$ cat src/rtl/core/slnfe_pkg.sv
`timescale 1ns / 1ps
// Shared types and codes for the sorted store core.
// No dependencies; imported by the controller, datapath and top level.
package slnfe_pkg;

  // Widths of the word fields, fixed by the interface.
  localparam int unsigned ValueW = 32;
  localparam int unsigned PosW   = 5;
  localparam int unsigned CountW = 5;

  typedef enum logic [0:0] {
    KIND_INSERT = 1'b0,
    KIND_QUERY  = 1'b1
  } kind_e;

  typedef enum logic [1:0] {
    STAT_OK    = 2'd0,
    STAT_FULL  = 2'd1,
    STAT_RANGE = 2'd2
  } status_e;

  typedef enum logic [1:0] {
    FSM_IDLE,
    FSM_EXEC,
    FSM_RESP
  } fsm_state_e;

  // Controller to datapath commands.
  typedef struct packed {
    logic load;  // capture the incoming word
    logic exec;  // apply the captured word to the store
  } dp_cmd_t;

endpackage

$ cat src/rtl/core/sorted_list_nth_from_end_core.sv
`timescale 1ns / 1ps
// Sorted store core: keeps up to DEPTH signed 32-bit words in ascending
// order in a row of compare-and-shift cells. An insert word (kind 0) goes in
// ahead of the first held value that is not smaller; a query word (kind 1)
// returns the value at position n from the largest end, n = 1 being the
// largest. Every accepted word gives exactly one result word carrying a
// status (ok, full on an insert into a full store, out of range for a query
// with position 0 or beyond the fill count), the found value (zero unless a
// query succeeds) and the count held afterwards, low 5 bits. Nothing is
// ever removed. Timing: the block handles one word at a time; a word is
// accepted, applied to all cells in parallel in the next cycle, and its
// result is offered in the cycle after that, held there under any output stall,
// paced by the controller's accept/execute/respond sequence. in_stall_o
// is high from acceptance until the result is taken.
// Depends on slnfe_pkg, slnfe_ctrl and slnfe_datapath.
module sorted_list_nth_from_end_core
  import slnfe_pkg::*;
#(
  parameter int unsigned DEPTH = 16
) (
  input  logic                     clk_i,
  input  logic                     rst_ni,
  // input word channel
  input  logic                     in_valid_i,
  output logic                     in_stall_o,
  input  logic                     kind_i,
  input  logic signed [ValueW-1:0] value_i,
  input  logic        [PosW-1:0]   position_i,
  // result word channel
  output logic                     out_valid_o,
  input  logic                     out_stall_i,
  output logic        [1:0]        status_o,
  output logic signed [ValueW-1:0] found_value_o,
  output logic        [CountW-1:0] stored_count_o
);

  dp_cmd_t cmd;

  slnfe_ctrl u_ctrl (
    .clk_i       (clk_i),
    .rst_ni      (rst_ni),
    .in_valid_i  (in_valid_i),
    .in_stall_o  (in_stall_o),
    .out_valid_o (out_valid_o),
    .out_stall_i (out_stall_i),
    .cmd_o       (cmd)
  );

  slnfe_datapath #(
    .DEPTH (DEPTH)
  ) u_datapath (
    .clk_i          (clk_i),
    .rst_ni         (rst_ni),
    .cmd_i          (cmd),
    .kind_i         (kind_i),
    .value_i        (value_i),
    .position_i     (position_i),
    .status_o       (status_o),
    .found_value_o  (found_value_o),
    .stored_count_o (stored_count_o)
  );

endmodule

$ cat src/rtl/core/slnfe_ctrl.sv
`timescale 1ns / 1ps
// Sequencing controller for the sorted store core: one word at a time.
// Depends on slnfe_pkg.
module slnfe_ctrl
  import slnfe_pkg::*;
(
  input  logic    clk_i,
  input  logic    rst_ni,
  input  logic    in_valid_i,
  output logic    in_stall_o,
  output logic    out_valid_o,
  input  logic    out_stall_i,
  output dp_cmd_t cmd_o
);

  fsm_state_e state_q, state_d;

  always_ff @(posedge clk_i or negedge rst_ni) begin
    if (!rst_ni) begin
      state_q <= FSM_IDLE;
    end else begin
      state_q <= state_d;
    end
  end

  always_comb begin
    state_d     = state_q;
    in_stall_o  = 1'b1;
    out_valid_o = 1'b0;
    cmd_o       = '0;
    unique case (state_q)
      FSM_IDLE: begin
        in_stall_o = 1'b0;
        if (in_valid_i) begin
          cmd_o.load = 1'b1;
          state_d    = FSM_EXEC;
        end
      end
      FSM_EXEC: begin
        cmd_o.exec = 1'b1;
        state_d    = FSM_RESP;
      end
      FSM_RESP: begin
        out_valid_o = 1'b1;
        if (!out_stall_i) begin
          state_d = FSM_IDLE;
        end
      end
      default: begin
        state_d = FSM_IDLE;
      end
    endcase
  end

endmodule

$ cat src/rtl/core/slnfe_datapath.sv
`timescale 1ns / 1ps
// Row of compare-and-shift cells, fill count and result registers.
// Depends on slnfe_pkg; driven by slnfe_ctrl commands.
module slnfe_datapath
  import slnfe_pkg::*;
#(
  parameter int unsigned DEPTH = 16
) (
  input  logic                     clk_i,
  input  logic                     rst_ni,
  input  dp_cmd_t                  cmd_i,
  input  logic                     kind_i,
  input  logic signed [ValueW-1:0] value_i,
  input  logic        [PosW-1:0]   position_i,
  output logic        [1:0]        status_o,
  output logic signed [ValueW-1:0] found_value_o,
  output logic        [CountW-1:0] stored_count_o
);

  localparam int unsigned CntW = $clog2(DEPTH + 1);
  localparam int unsigned IdxW = $clog2(DEPTH);
  localparam int unsigned CmpW = (CntW > PosW) ? CntW : PosW;

  // captured word
  kind_e                     kind_q;
  logic signed [ValueW-1:0]  value_q;
  logic        [PosW-1:0]    pos_q;

  logic        [CntW-1:0]    count_q, count_d;
  logic signed [ValueW-1:0]  cell_q [DEPTH];
  logic        [DEPTH-1:0]   lt;

  status_e                   status_q, status_d;
  logic signed [ValueW-1:0]  found_q, found_d;
  logic        [CountW-1:0]  scount_q;

  logic                      full;
  logic                      do_ins;
  logic        [CmpW-1:0]    cnt_ext, pos_ext, rd_ptr;
  logic        [IdxW-1:0]    rd_idx;

  always_ff @(posedge clk_i) begin
    if (cmd_i.load) begin
      kind_q  <= kind_e'(kind_i);
      value_q <= value_i;
      pos_q   <= position_i;
    end
  end

  assign full   = (count_q == CntW'(DEPTH));
  assign do_ins = cmd_i.exec && (kind_q == KIND_INSERT) && !full;

  // Each cell keeps its word while it is below the new value, else takes
  // the new value at the boundary or its left neighbour's word.
  for (genvar i = 0; i < DEPTH; i++) begin : g_cell
    assign lt[i] = (CntW'(i) < count_q) && (cell_q[i] < value_q);

    if (i == 0) begin : g_head
      always_ff @(posedge clk_i) begin
        if (do_ins && !lt[0]) begin
          cell_q[0] <= value_q;
        end
      end
    end else begin : g_body
      always_ff @(posedge clk_i) begin
        if (do_ins && !lt[i]) begin
          cell_q[i] <= lt[i-1] ? value_q : cell_q[i-1];
        end
      end
    end
  end

  assign cnt_ext = CmpW'(count_q);
  assign pos_ext = CmpW'(pos_q);
  assign rd_ptr  = cnt_ext - pos_ext;
  assign rd_idx  = rd_ptr[IdxW-1:0];

  always_comb begin
    count_d  = count_q;
    status_d = STAT_OK;
    found_d  = '0;
    unique case (kind_q)
      KIND_INSERT: begin
        if (full) begin
          status_d = STAT_FULL;
        end else begin
          count_d = count_q + CntW'(1);
        end
      end
      KIND_QUERY: begin
        if ((pos_ext == '0) || (pos_ext > cnt_ext)) begin
          status_d = STAT_RANGE;
        end else begin
          found_d = cell_q[rd_idx];
        end
      end
      default: begin
        status_d = STAT_OK;
      end
    endcase
  end

  always_ff @(posedge clk_i or negedge rst_ni) begin
    if (!rst_ni) begin
      count_q <= '0;
    end else if (cmd_i.exec) begin
      count_q <= count_d;
    end
  end

  always_ff @(posedge clk_i) begin
    if (cmd_i.exec) begin
      status_q <= status_d;
      found_q  <= found_d;
      scount_q <= CountW'(CmpW'(count_d));
    end
  end

  assign status_o       = status_q;
  assign found_value_o  = found_q;
  assign stored_count_o = scount_q;

endmodule

$ cat config.mk
export PLATFORM = sky130hd
export DESIGN_NAME = sorted_list_nth_from_end_core
export DESIGN_NICKNAME = d
export VERILOG_FILES = /design/src/rtl/core/slnfe_pkg.sv /design/src/rtl/core/sorted_list_nth_from_end_core.sv /design/src/rtl/core/slnfe_ctrl.sv /design/src/rtl/core/slnfe_datapath.sv
export SDC_FILE = /design/constraint.sdc
export NUM_CORES = 2
export LEC_CHECK = 0
export ABC_AREA = 1
export ABC_CLOCK_PERIOD_IN_PS = 8200
export BUFFER_PORTS_ARGS = -buffer_cell sky130_fd_sc_hd__buf_2
export CAP_MARGIN = 40
export CORE_MARGIN = 5
export CORE_UTILIZATION = 40
export CTS_BUF_LIST = sky130_fd_sc_hd__clkbuf_16
export DETAILED_ROUTE_END_ITERATION = 8
export SETUP_SLACK_MARGIN = 0.5
export SYNTH_ARGS = -nofsm -noshare
export SYNTH_HDL_FRONTEND = slang
export SYNTH_SLANG_ARGS = --single-unit
$ cat constraint.sdc
create_clock -name clk_i -period 8.2 [get_ports clk_i]
set_input_delay 0.82 -clock clk_i [delete_from_list [all_inputs] [get_ports clk_i]]
set_output_delay 0.82 -clock clk_i [all_outputs]
set_load 0.1 [all_outputs]
# Yosys cells after proc, flatten, opt, wreduce, memory -nomap -nowiden
# Memory sizes are Yosys's and may differ from the RTL's. A register that Yosys moved wholly into a read port is not among the register bits.
# Cells that the tools add are included.
[word_totals] reg_bits=52 elab_cells=165 latchBits=0 ram_bits=512 romBits=0 out_inout_bits=41 memories=1 in_bits=42
[op_classes] addsub=2 div=0 n_eq_ne=5 n_shift=0 reduce_logical=56 n_mux=60 bitwise=1 n_lt_le_gt_ge=33 n_mul=0
[memory_table] name="u_datapath.cell_q" words=16 width=32 rd=17 rd_clocked_by_memory_dff=1 wr=16 line_no="slnfe_datapath.sv:30" rtl="logic signed [ValueW-1:0] cell_q [DEPTH];"
[ops] cell="less-than comparator 32 bit" count=16
[ops] cell="two-way mux 32 bit" count=15
[ops] cell="less-than comparator 4 x 5 -> 1 bit (first input constant)" count=8
[ops] cell="two-way mux 1 bit" count=38
[ops] cell="logical AND 1 bit" count=34
[ops] cell="less-than comparator 3 x 5 -> 1 bit (first input constant)" count=4
[ops] cell="logical NOT 1 bit" count=17
[ops] cell="less-than comparator 1 x 5 -> 1 bit (first input constant)" count=2
[ops] cell="less-than comparator 2 x 5 -> 1 bit (first input constant)" count=2
[ops] cell="two-way mux 5 bit" count=2
[ops] cell="two-way mux 2 bit" count=3
[ops] cell="case mux 2 bit (3 select lines)" count=1
[ops] cell="adder 5 x 1 -> 5 bit (second input constant)" count=1
[ops] cell="equality test 5 bit (second input constant)" count=1
[ops] cell="> comparator 5 bit" count=1
[ops] cell="logical NOT 5 bit" count=1
[ops] cell="inequality test 2 bit (second input constant)" count=2
[ops] cell="case mux 2 bit (2 select lines)" count=1
[ops] cell="subtractor 4 bit" count=1
[ops] cell="equality test 2 x 1 -> 1 bit (second input constant)" count=1
[ops] cell="equality test 2 bit (second input constant)" count=1
[ops] cell="logical NOT 2 bit" count=1
[ops] cell="AND reduction 2 bit" count=1
[ops] cell="OR reduction 2 bit" count=1
[ops] cell="2 further kinds" count=2

# Depth between registers and ports, before layout
[depth] word_depth=7 depth_mapped=19 ltp_nobuf=16

# By module
# Synthesis repeated with hierarchy kept, for this count alone.
[unflattened] hier_cells=4985 hier_area_um2=42104.1
[by_module_without_submodules] mod="slnfe_datapath" area_each_um2=42001.5 instances=1 cells_each=4971 seq_area_each_um2=17812.1
[by_module_without_submodules] mod="slnfe_ctrl" area_each_um2=102.6 instances=1 cells_each=14 seq_area_each_um2=50.0

# Worst setup path before layout
# No wires, ideal clock.
[synth_path] kind="register -> register" start="reg u_ctrl.state_q[0]" end="mem u_datapath.cell_q[15][0] (enable)" n_path_buf=0 setup_slack_ns=3.111 stages_incl_launch_ff=7 t_required_ns=7.778 arrival_ns=4.667 setup_time_ns=0.422 period_less_slack_ns=5.089 path_cell_list="dfrtp_1 -> inv_1 -> nor2_1 -> clkinv_1 -> nor2_1 -> inv_1 -> nor2_1"
[synth_lines] item="start: declaration" line_no="slnfe_ctrl.sv:16" rtl="fsm_state_e state_q, state_d;"
[synth_lines] item="start signal: assignment" line_no="slnfe_ctrl.sv:22" rtl="state_q <= state_d;"
[synth_lines] item="end: declaration" line_no="slnfe_datapath.sv:30"

==> metrics.txt <==
final net count=~5,400; Final WS setup=between 2000 and 3000 ps; Setup violations, final=0; dpl hpwl=just over 100 mm; Seq/Total Area, Yosys=0.425; Syn Inst Count=roughly 5,000; DRT iter0 DRCs=a little over 4,000; most frequent cell after synthesis=nand2_1; post-synthesis register bit count=between 500 and 600; slew margin rel.=0.348; min-delay worst type=in2reg; clock skew=between 30 and 40 ps; Hold Path Origin=value_i[14]; status=complete, no violations; initial core utilization=0.401; largest net degree at the start of global routing=a little over 200; slowest stage delay, CP=roughly 950 ps; clk_lat worst skew=approximately 650 ps; ys flop type=edfxtp_1; Yosys top cell by area=edfxtp_1; total congestion overflow=0; Yosys top cell area share=0.421; number of H-tree levels=3; CP startpoint=u_datapath.value_q[19]; Post-synth EDFFs=about 590; fmax=between 150 and 200 MHz; vias in the first global route=36,100; Placement Setup Slack=3050 ps; reg2reg path depth=12; commonest cells in the netlist=nand2_1, edfxtp_1, ha_1, nand4_1, nor2_1; CTS tree=yes; post-synthesis compound-gate area fraction=0.108; RePlAce Congestion=about 0.93; DR pass1 iterations=6; final hold vios=0; post-CTS setup buffer count=0; worst-margin pin slew=between 900 and 1000 ps; Worst Path Arrival=5570 ps; routed len/inst=around 24 um; Ant. Diodes=0; DRC viols=0; CP cell instances=inv_1, ha_1, a21oi_1, o21ai_0, nand2_1, nand3_1, a21oi_1, nand3_2, nand3_2, nand2_1, inv_1, buf_4; clk slew on worst S/H paths=about 60 ps; P&R area growth vs syn=10.6%; hold path depth=1; simple-gate share of the synthesized area=0.261; Critical-path top delay cell=edfxtp_1; crit-path leading delay family=simple AND/OR/NAND/NOR gates; die span in y=roughly 330 um; first-pass GRT wire length=around 230 mm; CP Launch Type=flip-flop; Final period util=0.646; leakage power=between 0.02 and 0.025 uW; Core Area=approximately 100,000 um^2; IO Port Bufs=82; Unique masters post-synth=35; Adder-Cell Fraction of Synth Area=0.151; Post-DP Area=between 40,000 and 50,000 um^2; clk sinks=between 500 and 600; initial antenna violation count=1; R2R Path End=u_datapath.cell_q[4][26]; TritonCTS Buffers=74; Pwr Total=about 19,000 uW; post-DR vias/cell=5.97; Post-DRT Antenna Nets=0; full die area=~110,000 um^2; min cycle time layout=approximately 5300 ps; worst path buffer plus inverter count=3; power density over cell area=413 nW/um^2; Crit. End Element=flip-flop; routed wire length=roughly 150 mm; mapped cell area=42,000 um^2; hold endpoint=u_datapath.value_q[14]; worst reg-to-reg setup slack=2900 ps; fin area=46,500 um^2; Final Max Tran Viols=0; gr usage total=0.262; WS Path Type=reg2reg; Hold Buf Count CTS=1; Die W=334 um; Crit Path Max Fanout=33; # IOs=83; CTS max path bufs=3; Post-synth ARST share=0.0117; XOR/XNOR share of the synthesized area=0.000833; PostCTS Resize Cnt=0; Req. time, crit path=approximately 8500 ps; syn avg cell area=8.42 um^2; mux contribution to synthesized area=0; Synth area leaders=edfxtp_1, ha_1, nand2_1; final design utilization=0.443; RR Startpoint=u_datapath.value_q[19]; root buf cell=clkbuf_16; Total Neg Setup Slack=0 ps; Mapped Nets=between 5,000 and 6,000; maxcap violations=0; layout cells sized above 1=0.0708; Site Rows=approximately 120; largest family of logic cells by synthesized area=simple AND/OR/NAND/NOR gates; worst vdd ir=between 0.3 and 0.4 mV; DR vias=about 38,000; RSZ-0062 raised after global routing=no; Synthesis Warnings=0
[sequential cells by signal, summed over array words and instances (netlist names)]
register	flops
u_datapath.cell_q	512
u_datapath.status_o	2
u_datapath.cnt_ext	5
u_ctrl.state_q	2
u_datapath.value_q	32
u_datapath.stored_count_o	5
u_datapath.kind_q	1
u_datapath.pos_ext	5
u_datapath.found_value_o	32
[per-layer routing]
metal / GRT usage / wire [um]
met1: 0.351 / 62100
met2: 0.425 / 69400
met3: 0.0489 / 14200
met4: 0.0946 / 5580
met5: 0 / 0
[logic make-up (layout without fill, tap and decap cells)]
| family | count (synthesis) | count (layout) |
|---|---|---|
| flip-flops | 596 | 596 |
| AO/OA/AOI/OAI | 810 | 810 |
| AND/OR/NAND/NOR | 2507 | 2507 |
| adder cells (fa/ha/maj) | 507 | 507 |
| buffers and inverters | 568 | 534 |
| XOR/XNOR | 4 | 4 |
[worst max path at each step]
stage | end | cells after the start
finish | u_datapath.cell_q[4][26] | 12
global route | u_datapath.cell_q[4][4] | 12
CTS | u_datapath.cell_q[4][6] | 12
detailed placement | u_datapath.cell_q[4][2] | 12
global placement | u_datapath.cell_q[4][2] | 13
floorplan | u_datapath.cell_q[15][0] | 6
[area by class of cell]
| cell class | count | area (um^2) |
|---|---|---|
| Inverter | 214 | 817 |
| Sequential cell | 596 | 17900 |
| Timing Repair Buffer | 186 | 1550 |
| Multi-Input combinational cell | 3828 | 22000 |
| Clock buffer | 76 | 1900 |
| Clock inverter | 58 | 643 |
| Fill cell | 10200 | 58300 |
| Tap cell | 1391 | 1740 |
[power by group]
| part | internal [uW] | total (uW) | switching, uW |
|---|---|---|---|
| Sequential | 4450 | 4990 | 542 |
| Combinational | 2830 | 10700 | 7870 |
| Clock | 2100 | 3520 | 1420 |
| Total | 9380 | 19200 | 9830 |
[through the flow]
step           std cells  hold WS (ps)
2_1_floorplan       4992           424
3_3_place_gp        6192           509
3_5_place_dp        6214           515
4_1_cts             6349           305
5_1_grt             6349           321
6_report            6349           350
[cells in the final DEF (no fill, tap or decap), types with 5 or more instances in the layout]
cell | synthesis | final
o21a_1 | 5 | 5
nand3_1 | 54 | 54
nand3b_1 | 5 | 5
inv_1 | 207 | 208
buf_16 | 0 | 10
edfxtp_1 | 589 | 589
nand3_2 | 24 | 24
a21oi_1 | 279 | 279
inv_2 | 5 | 9
buf_4 | 4 | 79
nand2_1 | 1482 | 1482
nor3_1 | 34 | 34
dfrtp_1 | 7 | 7
bufinv_16 | 0 | 13
clkbuf_16 | 0 | 76
o221ai_1 | 62 | 62
nand4_1 | 499 | 499
buf_12 | 0 | 10
o21ai_2 | 0 | 5
o21ai_0 | 308 | 308
ha_1 | 506 | 505
buf_2 | 110 | 82
o211ai_1 | 63 | 63
clkinv_2 | 0 | 17
o21ai_1 | 25 | 20
o22ai_1 | 64 | 64
clkinv_1 | 2 | 14
nor2_1 | 400 | 397
No activity file was read; power rests on OpenSTA's default activity.
